## src/rtl/core/chme_pkg.sv

```systemverilog
// Shared types and codes for the chained hash map engine.
package chme_pkg;

   typedef enum logic [1:0] {
      OP_INSERT = 2'd0,
      OP_LOOKUP = 2'd1,
      OP_REMOVE = 2'd2,
      OP_CLEAR  = 2'd3
   } op_type;

   typedef enum logic [1:0] {
      ST_OK       = 2'd0,
      ST_MISSING  = 2'd1,
      ST_FULL     = 2'd2,
      ST_RESERVED = 2'd3
   } status_type;

   // controller -> datapath
   typedef struct packed {
      logic latch_req;    // capture request beat
      logic init_step;    // write one init row (bucket and next link)
      logic init_start;   // reset init counter
      logic rd_head;      // read bucket head
      logic rd_entry;     // read key/item/next of cur
      logic advance;      // prev <= cur, cur <= next
      logic do_insert;    // write entry and link head
      logic unlink;       // splice cur out of its chain
      logic free_push;    // put cur back on the free list
      logic load_free;    // free_head <= next of old head
      logic set_result;   // capture response
      logic [1:0] res_sel; // 0 none/ok, 1 miss, 2 full, 3 hit
   } chme_cmd_type;

   // datapath -> controller
   typedef struct packed {
      logic init_done;
      logic cur_nil;
      logic key_match;
      logic pool_empty;
      logic prev_nil;
      logic walk_limit;
      op_type op;
   } chme_sts_type;

   localparam logic [1:0] RES_OK   = 2'd0;
   localparam logic [1:0] RES_MISS = 2'd1;
   localparam logic [1:0] RES_FULL = 2'd2;
   localparam logic [1:0] RES_HIT  = 2'd3;

endpackage

```

## src/rtl/core/chme_ctrl.sv

```systemverilog
// Controller state machine sequencing init, insert, walk and remove.
module chme_ctrl (
   input  logic                   clock,
   input  logic                   reset,
   input  logic                   req_valid,
   output logic                   req_stall,
   output logic                   rsp_valid,
   input  logic                   rsp_stall,
   input  logic [1:0]             req_type,
   input  chme_pkg::chme_sts_type sts,
   output chme_pkg::chme_cmd_type cmd
);
   import chme_pkg::*;

   typedef enum logic [10:0] {
      S_INIT   = 11'b00000000001,
      S_IDLE   = 11'b00000000010,
      S_HEAD   = 11'b00000000100,
      S_HWAIT  = 11'b00000001000,
      S_ENTRY  = 11'b00000010000,
      S_CHECK  = 11'b00000100000,
      S_INS    = 11'b00001000000,
      S_INS2   = 11'b00010000000,
      S_UNLINK = 11'b00100000000,
      S_FREE   = 11'b01000000000,
      S_RESP   = 11'b10000000000
   } state_type;

   state_type state_ff, state_in;
   logic      acc;

   assign req_stall = (state_ff != S_IDLE);
   assign rsp_valid = (state_ff == S_RESP);
   assign acc = req_valid && (state_ff == S_IDLE);

   always_comb begin
      cmd = '0;
      state_in = state_ff;
      unique case (state_ff)
         S_INIT: begin
            cmd.init_step = 1'b1;
            // a clear answers after its sweep; the reset sweep does not
            if (sts.init_done) state_in = (sts.op == OP_CLEAR) ? S_RESP : S_IDLE;
         end
         S_IDLE: begin
            if (acc) begin
               cmd.latch_req = 1'b1;
               if (op_type'(req_type) == OP_CLEAR) begin
                  cmd.init_start = 1'b1;
                  state_in = S_INIT;
                  cmd.set_result = 1'b1; cmd.res_sel = RES_OK;
               end else begin
                  state_in = S_HEAD;
               end
            end
         end
         S_HEAD: state_in = S_HWAIT;       // head RAM read in flight
         S_HWAIT: begin
            cmd.rd_head = 1'b1;
            state_in = (sts.op == OP_INSERT) ? S_INS : S_ENTRY;
         end
         S_INS: begin
            // next link of the free head is read in this cycle
            if (sts.pool_empty) begin
               cmd.set_result = 1'b1; cmd.res_sel = RES_FULL;
               state_in = S_RESP;
            end else begin
               state_in = S_INS2;
            end
         end
         S_INS2: begin
            cmd.do_insert = 1'b1;
            state_in = S_FREE;
         end
         S_ENTRY: begin
            if (sts.cur_nil) begin
               cmd.set_result = 1'b1; cmd.res_sel = RES_MISS;
               state_in = S_RESP;
            end else begin
               state_in = S_CHECK;
            end
         end
         S_CHECK: begin
            if (sts.key_match) begin
               cmd.set_result = 1'b1; cmd.res_sel = RES_HIT;
               state_in = (sts.op == OP_REMOVE) ? S_UNLINK : S_RESP;
            end else begin
               cmd.advance = 1'b1;
               state_in = S_ENTRY;
            end
         end
         S_UNLINK: begin
            cmd.unlink = 1'b1;
            state_in = S_FREE;
         end
         S_FREE: begin
            if (sts.op == OP_INSERT) cmd.load_free = 1'b1;
            else cmd.free_push = 1'b1;
            if (sts.op == OP_INSERT) begin
               cmd.set_result = 1'b1; cmd.res_sel = RES_OK;
            end
            state_in = S_RESP;
         end
         S_RESP: begin
            if (!rsp_stall) state_in = S_IDLE;
         end
         default: state_in = S_INIT;
      endcase
   end

   always_ff @(posedge clock) begin
      if (reset) state_ff <= S_INIT;
      else       state_ff <= state_in;
   end
endmodule

```

## config.mk

```make
export PLATFORM = sky130hd
export DESIGN_NAME = chme_ctrl
export DESIGN_NICKNAME = d
export VERILOG_FILES = /design/src/rtl/core/chme_pkg.sv /design/src/rtl/core/chme_ctrl.sv
export SDC_FILE = /design/constraint.sdc
export NUM_CORES = 1
export LEC_CHECK = 0
export BUFFER_PORTS_ARGS = -buffer_cell sky130_fd_sc_hd__buf_2
export CAP_MARGIN = 10
export CORE_MARGIN = 3
export CORE_UTILIZATION = 35
export DETAILED_ROUTE_END_ITERATION = 6
export HOLD_SLACK_MARGIN = 0.12
export SLEW_MARGIN = 20
export SYNTH_ARGS = -nofsm -noshare
export SYNTH_HDL_FRONTEND = slang
export SYNTH_SLANG_ARGS = --single-unit
```

## constraint.sdc

```tcl
create_clock -name clock -period 3.2 [get_ports clock]
set_clock_uncertainty 0.2 [all_clocks]
set_input_delay 0.64 -clock clock [delete_from_list [all_inputs] [get_ports clock]]
set_output_delay 0.64 -clock clock [all_outputs]
set_load 0.01 [all_outputs]
```

# Word level (Yosys, flattened, before mapping)
# Index checks and enable logic that the tools add are counted.
[totals]
regBits = 11
latchBits = 0
ramBits = 0
rom_bits = 0
in_bits = 14
output_inout_bits = 15
wordCells = 55
memories = 0
[classes]
n_addsub = 0
n_mul = 0
div_mod_pow = 0
n_lt_le_gt_ge = 0
n_eq_ne = 18
shifts = 0
n_mux = 32
bitwise = 0
reduce_logical = 4
[ops]
columns = ["operator", "n"]
rows = [
  ["11-bit one-hot mux with 10 select lines", 1],
  ["11-bit 2-to-1 mux", 8],
  ["3-bit 2-to-1 mux", 7],
  ["3-bit one-hot mux with 5 select lines", 1],
  ["1-bit 2-to-1 mux", 13],
  ["11-bit by 1-bit == test with 1-bit output, second input constant", 1],
  ["11-bit by 10-bit == test with 1-bit output, second input constant", 1],
  ["11-bit == test, second input constant", 1],
  ["11-bit by 2-bit == test with 1-bit output, second input constant", 1],
  ["11-bit by 3-bit == test with 1-bit output, second input constant", 1],
  ["11-bit by 4-bit == test with 1-bit output, second input constant", 1],
  ["11-bit by 5-bit == test with 1-bit output, second input constant", 1],
  ["11-bit by 6-bit == test with 1-bit output, second input constant", 1],
  ["11-bit by 7-bit == test with 1-bit output, second input constant", 1],
  ["11-bit by 8-bit == test with 1-bit output, second input constant", 1],
  ["11-bit by 9-bit == test with 1-bit output, second input constant", 1],
  ["11-bit by 2-bit != test with 1-bit output, second input constant", 1],
  ["7-bit 2-to-1 mux", 1],
  ["2-bit == test, second input constant", 3],
  ["2-bit != test, second input constant", 3],
  ["3-bit AND reduction", 1],
  ["2-bit zero test", 1],
  ["2-bit 2-to-1 mux", 1],
  ["2-bit OR reduction", 1],
  ["1-bit logical AND", 1],
]

# Logic depth before layout (Yosys ltp)
# Gate-level depths: netlist of the first run.
[logic_depth]
word_depth = 4
mapped_depth = 6
ltp_nobuf = 5

# Worst setup path before layout of the first run
# OpenSTA, ideal clock, no wires.
[synth_timing]
kind = "register -> output"
startpoint = "reg state_ff[6]"
endpoint = "out cmd[2] (netlist name)"
arrival_time_ps = 1874
required_time_ps = 2360
path_slack_ps = 486
path_stages_with_launch = 7
n_path_buf = 1
path_cell_list = "dfxtp_1 buf_6 nor4_1 nand4_1 or2_2 nor2_1 or4b_2"
[synth_rtl]
columns = ["item", "line", "rtl"]
rows = [
  ["from (decl)", "chme_ctrl.sv:29", "state_type state_ff, state_in;"],
  ["from (signal assigned)", "chme_ctrl.sv:113", "else state_ff <= state_in;"],
  ["to (decl)", "chme_ctrl.sv:11", "output chme_pkg::chme_cmd_type cmd"],
]

==> impl_metrics.tcl, run 1 <==
set metrics [dict create \
    port_buffers 25 \
    synth_warnings 0 \
    ir_worst_vdd_v 0.000178 \
    cts_tree "yes" \
    clk_latency_ps 280 \
    cts-root-buf "clkbuf_4" \
    setup.worst_path.start_class "flip-flop" \
    grt_max_degree 12 \
    synth-edff-count 0 \
    worstReg2RegStart "state_ff[0]" \
    rsz0062_at_grt "false" \
    status "complete, no violations" \
    rows 17 \
    worstMarginPinSlew_ps 495 \
    seq_area_frac_synth_pct 25.3 \
    post_cts_buffers 0 \
    end_kind "primary output" \
    place_area_um2 982 \
    startpoint "state_ff[6]" \
    slew_violations 0 \
    grt-ovfl-total 0 \
    power_leakage_nw 0.477 \
    clkTransAtPathRegs_ps 80 \
    syn_inst 113 \
    vias_per_cell 5.48 \
    synth_ff_type "dfxtp_1" \
    wl_um 2210 \
    p_sw_share_pct 34.0 \
    internal_power_w 0.000234 \
    antenna_found_initial 0 \
    tns_ps 0 \
    die_area_mm2 0.00312 \
    min_period_over_period_pct 94.6 \
    endpoint "cmd[9]" \
    die_h_um 55.9 \
    fmax_mhz 330 \
    synthArstFlopShare_pct 0 \
    worst-r2r-setup-slack_ps 950 \
    final_common_cell "buf_2" \
    detail-route-antenna-nets 0 \
    ys_ff_latch 11 \
    power_frac_seq_pct 43.8 \
    required_ps 2360 \
    grt_pass1_vias 784 \
    clockPowerShare_pct 29.2 \
    grt_usage_pct 14.5 \
    worst-path-buf-inv 1 \
    num_antenna_cells 0 \
    holdPathStages 2 \
    fin_crit_ps 3030 \
    final-hold-violation-count 0 \
    critPathMaxFanout 8 \
    area_growth_pct 16.4 \
    largest_reg_flops 11 \
    r2r-end "state_ff[10]" \
    timing_worst_setup_path_type "reg2out" \
    critPathSlowestCell "or4_4" \
    synth_cell_types 46 \
    path_delay_family "simple AND/OR/NAND/NOR gates" \
    rr_worst_depth 5 \
    placedCellCount 161 \
    io-pin-count 29 \
    combinationalPowerShare_pct 27.1 \
    layout.cells.non_filler 165 \
    drt-pass1-iter-count 4 \
    power_density_mw_per_mm2 349 \
    maxCapViolations 0 \
    crit_chain "or4_4 -> or4_4 -> nor3b_4 -> buf_2" \
    final_cell_area_mm2 0.00101 \
    drive_above_1_share_pct 30.7 \
    setup_viol 0 \
    vias 905 \
    largestRegisters "state_ff x11" \
    largest-register "state_ff" \
    syn-mean-instance-area_um2 7.71 \
    grt_pass1_wl_um 3660 \
    drtIter0Drc 35 \
    initial_core_util_pct 38.3 \
    cts_buffers 3 \
    netSwitchingPower_w 0.000120 \
    gp_congestion 0.893 \
    total_power_w 0.000354 \
    relSlewSlack_pct 66.7 \
    hold_path.class "in2reg" \
    nNetsFinal 152 \
    h-tree-depth 1 \
    hpwl_um 1700 \
    crit_path_frequent_cell "or4_4" \
    layout_common_cells "buf_2 (25), nor2_1 (13), dfxtp_1 (11)" \
    syn_area_um2 871 \
    syn-num-nets 127 \
    core_area_mm2 0.00228 \
    clockBufferDepth 2 \
    arrival_ps 2190 \
    die_w_um 55.9 \
    clock_sinks 11 \
    cp.depth 4 \
    cpPeakStageDelay_ps 560 \
    drc_errors 0 \
    routedWlPerCell_um 13.4 \
]
how the worst min path moves through the flow:
stage	endpoint	slack (ps)	start
after global routing	state_ff[5]	360	sts[6]
final	state_ff[5]	330	sts[6]
after floorplan	state_ff[5]	320	state_ff[4]
after detailed placement	state_ff[5]	370	state_ff[4]
after CTS	state_ff[5]	330	sts[6]
after global placement	state_ff[5]	380	state_ff[4]
cell usage after synthesis, types with 3 or more instances:
library cell	instances	area share, %
nor3_1	8	4.6
a21oi_1	3	1.7
nor4_1	4	2.9
xnor2_1	3	3.0
nand2_1	7	3.0
and3_1	3	2.2
nor2_1	13	5.6
inv_1	7	3.0
nand3_1	4	2.3
o21ai_0	3	1.7
dfxtp_1	11	25
repair_timing:
| item | 4_1_cts | 5_1_grt |
|---|---|---|
| resized for setup | 0 | 1 |
| hold buffers | 0 | 0 |
| endpoints found under the hold margin | 0 | 0 |
| endpoints found under the setup margin | 0 | 1 |
power groups by stage:
stage | Sequential [W] | Clock, W | Combinational [W]
after floorplan | 0.000150 | 0 | 0.0000787
after global placement | 0.000158 | 0 | 0.0000944
after detailed placement | 0.000158 | 0 | 0.0000948
after CTS | 0.000154 | 0.000103 | 0.0000952
after global routing | 0.000156 | 0.000107 | 0.000107
final | 0.000155 | 0.000103 | 0.0000959
kinds of logic (layout without fill, tap and decap cells):
logic type                after synthesis  after routing  share of synthesized area [%]
and+or+nand+nor                        67             67                           47.3
DFF                                    11             11                           25.3
other                                   1              1                          0.431
xor gates and xnor gates                4              4                           4.02
AOI/OAI and AO/OA                      17             17                           13.5
buffers and inverters                  13             37                           9.48
area by class of cell:
| class | instances | area [µm²] |
|---|---|---|
| Clock buffer | 4 | 26.3 |
| Fill cell | 222 | 1260 |
| Inverter | 7 | 26.3 |
| Multi-Input combinational cell | 89 | 573 |
| Sequential cell | 11 | 220 |
| Tap cell | 28 | 35.0 |
| Timing Repair Buffer | 26 | 133 |
through the flow:
stage                     utilization (%)  hold slack (ps)  worst slack [ps]
after floorplan                         -              320               486
after global placement               43.2              381               427
after detailed placement             43.2              375               379
after CTS                            44.3              329              81.5
after global routing                 44.5              356              45.6
final                                44.5              329               174
routing by layer:
metal  vias up  share of wire (%)  global-route usage (%)
met5         -                  0                       0
met1       417                 45                    19.0
met4         0                1.2                    6.44
li1        456                  -                       -
met2        28                 48                    23.0
met3         4                5.8                    2.55
Power figures use the tool's default switching activity.
==> inputs of run 2 (changes only) <==
Settings changed: MAX_ROUTING_LAYER set to met4.
==> impl_metrics.tcl, run 2 (synthesis gave the netlist of run 1 again) <==
set metrics [dict create \
    final_cell_area_mm2 0.00101 \
    maxCapViolations 0 \
    grt-ovfl-total 0 \
    io-pin-count 29 \
    hpwl_um 1700 \
    initial_core_util_pct 38.3 \
    largestRegisters "state_ff x11" \
    min_period_over_period_pct 94.5 \
    clock_sinks 11 \
    crit_chain "or4_4 -> or4_4 -> nor3b_4 -> buf_2" \
    core_area_mm2 0.00228 \
    crit_path_frequent_cell "or4_4" \
    slew_violations 0 \
    routedWlPerCell_um 13.4 \
    power_density_mw_per_mm2 349 \
    fmax_mhz 331 \
    antenna_found_initial 0 \
    layout_common_cells "buf_2 (25), nor2_1 (13), dfxtp_1 (11)" \
    die_h_um 55.9 \
    cpPeakStageDelay_ps 560 \
    timing_worst_setup_path_type "reg2out" \
    wl_um 2210 \
    num_antenna_cells 0 \
    fillers 222 \
    drt-pass1-iter-count 4 \
    tns_ps 0 \
    rsz0062_at_grt "false" \
    vias_per_cell 5.47 \
    arrival_ps 2180 \
    required_ps 2360 \
    drc_errors 0 \
    final_common_cell "buf_2" \
    end_kind "primary output" \
    post_cts_buffers 0 \
    area_growth_pct 16.4 \
    clk_latency_ps 280 \
    cts-root-buf "clkbuf_4" \
    largest_reg_flops 11 \
    grt_pass1_wl_um 3650 \
    drtIter0Drc 34 \
    vias 903 \
    die_area_mm2 0.00312 \
    rows 17 \
    final-hold-violation-count 0 \
    relSlewSlack_pct 66.6 \
    ir_worst_vdd_v 0.000179 \
    h-tree-depth 1 \
    critPathMaxFanout 8 \
    setup.worst_path.start_class "flip-flop" \
    detail-route-antenna-nets 0 \
    grt_pass1_vias 786 \
    fin_util_pct 44.5 \
    cts_tree "yes" \
    nNetsFinal 152 \
    drive_above_1_share_pct 30.7 \
    die_w_um 55.9 \
    gp_congestion 0.908 \
    place_area_um2 982 \
    total_power_w 0.000354 \
    port_buffers 25 \
    fin_crit_ps 3020 \
    grt_usage_pct 14.8 \
    clockBufferDepth 2 \
    status "complete, no violations" \
    cts.repair.resized 0 \
    grt_max_degree 12 \
    clkTransAtPathRegs_ps 80 \
    largest-register "state_ff" \
    power_leakage_nw 0.477 \
    worstMarginPinSlew_ps 496 \
    cts_buffers 3 \
    setup_viol 0 \
    hold_path.class "in2reg" \
    critPathSlowestCell "or4_4" \
    ctsHoldBuffers 0 \
]
-- run 2: cell counts in the layout (fill, tap and decap cells not counted) --
Identical to the previous run, type by type.
-- run 2: final cells by class --
class / instances / area (µm²) / area share [%]
multi-input combinational: 89 / 573 / 56.5
sequential: 11 / 220 / 21.7
timing repair buffer: 26 / 133 / 13.1
tap: 28 / 35.0 / 3.46
clock buffer: 4 / 26.3 / 2.59
inverter: 7 / 26.3 / 2.59
-- run 2: layer usage --
metal | wire length (µm) | GRT usage, % | vias to the layer above | part of all wire [%]
met5 | 0 | - | - | 0
met4 | 40 | 6.44 | 0 | 1.8
met3 | 116 | 2.32 | 5 | 5.2
met2 | 1050 | 23.0 | 34 | 47
met1 | 1010 | 19.0 | 407 | 45
li1 | - | - | 457 | -
-- run 2: final timing paths --
path | startpoint | endpoint | slack [ps] | cells past startpoint
max reg2reg | state_ff[0] | state_ff[10] | 940 | 5
max | state_ff[6] | cmd[9] | 180 | 4
min | sts[6] | state_ff[5] | 330 | 2
min reg2reg | state_ff[4] | state_ff[5] | 400 | 2
-- run 2: through the flow --
step                      setup slack, ps  hold slack, ps  std cells
after floorplan                       486             320        113
after global placement                427             381        161
after detailed placement              379             375        161
after CTS                            81.5             329        165
after global routing                 45.6             356        165
final                                 177             329        165
-- run 2: worst max-delay path: cells and delay by family (launching register included) --
family | cells | cell delay, ps
buffers and inverters | 1 | 170
flip-flops | 1 | 400
AND/OR/NAND/NOR | 3 | 1340
-- run 2: report_power, final --
group	internal, W	total (W)	switching, W
registers	0.000142	0.000155	0.0000127
clock network	0.0000484	0.000104	0.0000552
logic	0.0000434	0.0000958	0.0000524
total	0.000234	0.000354	0.000120
==> inputs of run 3 (changes only) <==
Settings changed: ABC_AREA set to 1, CTS_BUF_LIST set to sky130_fd_sc_hd__clkbuf_4.
==> impl_metrics.tcl, run 3 <==
set metrics [dict create \
    status "complete, no violations" \
    h-tree-depth 1 \
    drt-pass1-iter-count 4 \
    synthTopCellsByArea "dfxtp_1 (27%), nand2_1 (15%), inv_1 (11%), nor2_1 (8.6%), nor3_1 (6.0%)" \
    power_frac_seq_pct 33.2 \
    wl_um 1860 \
    setup.worst_path.start_class "flip-flop" \
    largest_reg_flops 11 \
    antenna_found_initial 0 \
    gp_congestion 0.793 \
    die_area_mm2 0.00299 \
    ys_ff_latch 11 \
    setup_viol 0 \
    drc_errors 0 \
    power_leakage_nw 0.630 \
    routed-wl-met3_um 108 \
    hold_path.class "in2reg" \
    fin_util_pct 45.2 \
    area_growth_pct 21.6 \
    synth.most_common_cell "nand2_1" \
    hpwl_um 1560 \
    top_layer "met4" \
    vias_per_cell 4.50 \
    ctsHoldBuffers 0 \
    port_buffers 25 \
    final-hold-violation-count 0 \
    netSwitchingPower_w 0.000205 \
    grt-ovfl-total 0 \
    grt_max_degree 11 \
    netlist_top_cells_count "nand2_1 (33), inv_1 (24), nor2_1 (19)" \
    syn_inst 137 \
    synth_ff_type "dfxtp_1" \
    clockBufferDepth 2 \
    cts-root-buf "clkbuf_4" \
    fin_crit_ps 2450 \
    post_cts_buffers 0 \
    maxCapViolations 0 \
    grt_pass1_vias 738 \
    internal_power_w 0.000288 \
    clk_latency_ps 270 \
    wl_met2_um 799 \
    core_area_mm2 0.00223 \
    p_sw_share_pct 41.6 \
    num_antenna_cells 0 \
    grt_pass1_wl_um 3130 \
    syn_area_um2 830 \
    wl_met1_um 908 \
    tns_ps 0 \
    rsz0062_at_grt "false" \
    drtIter0Drc 12 \
    end_kind "primary output" \
    multiInputGateArea_um2 497 \
    rows 17 \
    required_ps 2360 \
    fmax_mhz 407 \
    detail-route-antenna-nets 0 \
    cts_buffers 3 \
    regArea_um2 220 \
    final_common_cell "nand2_1" \
    synthArstFlopShare_pct 0 \
    slew_violations 0 \
    arrival_ps 1610 \
    layout_common_cells "nand2_1 (33), buf_2 (25), inv_1 (24)" \
    io-pin-count 29 \
    ir_worst_vdd_v 0.000323 \
    seq_area_frac_synth_pct 26.5 \
    synth_top_area_cell "dfxtp_1" \
    power_density_mw_per_mm2 489 \
    total_power_w 0.000493 \
    timing_worst_setup_path_type "reg2out" \
    vias 864 \
    clock_sinks 11 \
    cpPeakStageDelay_ps 350 \
    synth_warnings 0 \
    synth_top_area_share_pct 26.5 \
    initial_core_util_pct 37.1 \
    crit_path_frequent_cell "nor2_2" \
    grt_usage_pct 14.7 \
    syn-mean-instance-area_um2 6.06 \
    crit_chain "nor2_2 -> nand2_4 -> nor2_8 -> nand2_2 -> inv_2 -> nand2_1 -> nor2_2 -> nor3_1 -> nand3_1 -> buf_2" \
    synth_cell_types 22 \
    synth-edff-count 0 \
    largest-register "state_ff" \
    routedWlPerCell_um 9.67 \
    largestRegisters "state_ff x11" \
    critPathMaxFanout 5 \
    min_period_over_period_pct 76.7 \
    cts_tree "yes" \
    clockPowerShare_pct 21.6 \
    fillers 254 \
    drive_above_1_share_pct 31.7 \
    die_h_um 54.7 \
    combinationalPowerShare_pct 45.2 \
    syn-num-nets 151 \
    clkTransAtPathRegs_ps 80 \
    critPathSlowestCell "dfxtp_1" \
    die_w_um 54.7 \
    nNetsFinal 179 \
    cts.repair.resized 0 \
]
[run 3: worst paths after layout]
path / start / end / slack [ps] / cells past startpoint
setup reg to reg: state_ff[2] / state_ff[10] / 1590 / 10
hold reg to reg: state_ff[3] / state_ff[3] / 380 / 3
hold / removal: sts[6] / state_ff[5] / 340 / 2
setup / recovery: state_ff[8] / cmd[2] / 750 / 10
[run 3: worst max-delay path: cells and delay by family (launching register included)]
kind,cells,cell delay [ps]
simple gates,8,820
flops,1,350
buf+inv,2,190
[run 3: routing by layer]
metal  vias to the layer above  GRT usage [%]
met5                         -              -
met4                         0           6.22
met3                         4           1.63
met2                        29           21.5
met1                       362           20.3
li1                        469              -
[run 3: cells by family (layout without fill, tap and decap cells)]
kind of cell | count (synthesis) | in the layout | share of synthesized area (%)
other cells | 1 | 1 | 0.452
compound gates | 7 | 7 | 4.98
flops | 11 | 11 | 26.5
buf+inv | 29 | 56 | 13.6
simple gates | 89 | 89 | 54.5
[run 3: area by class of cell]
| type | count | area share [%] |
|---|---|---|
| Multi-Input combinational cell | 97 | 49.3 |
| Sequential cell | 11 | 21.8 |
| Timing Repair Buffer | 25 | 12.4 |
| Inverter | 27 | 10.0 |
| Tap cell | 28 | 3.47 |
| Clock buffer | 4 | 2.98 |
[run 3: stage by stage]
stage	cells	hold WS [ps]	setup WS, ps	cell area [µm²]
4_1_cts	192	344	728	1010
5_1_grt	192	352	582	1010
3_3_place_gp	188	352	970	978
6_report	192	345	745	1010
2_1_floorplan	137	318	1090	830
3_5_place_dp	188	350	964	978
[run 3: power by group through the flow]
stage	clock (W)	sequential [W]	combinational (W)
after global placement	0	0.000166	0.000224
after floorplan	0	0.000164	0.000179
after detailed placement	0	0.000167	0.000225
after global routing	0.000114	0.000165	0.000257
final	0.000107	0.000164	0.000223
after CTS	0.000108	0.000164	0.000225
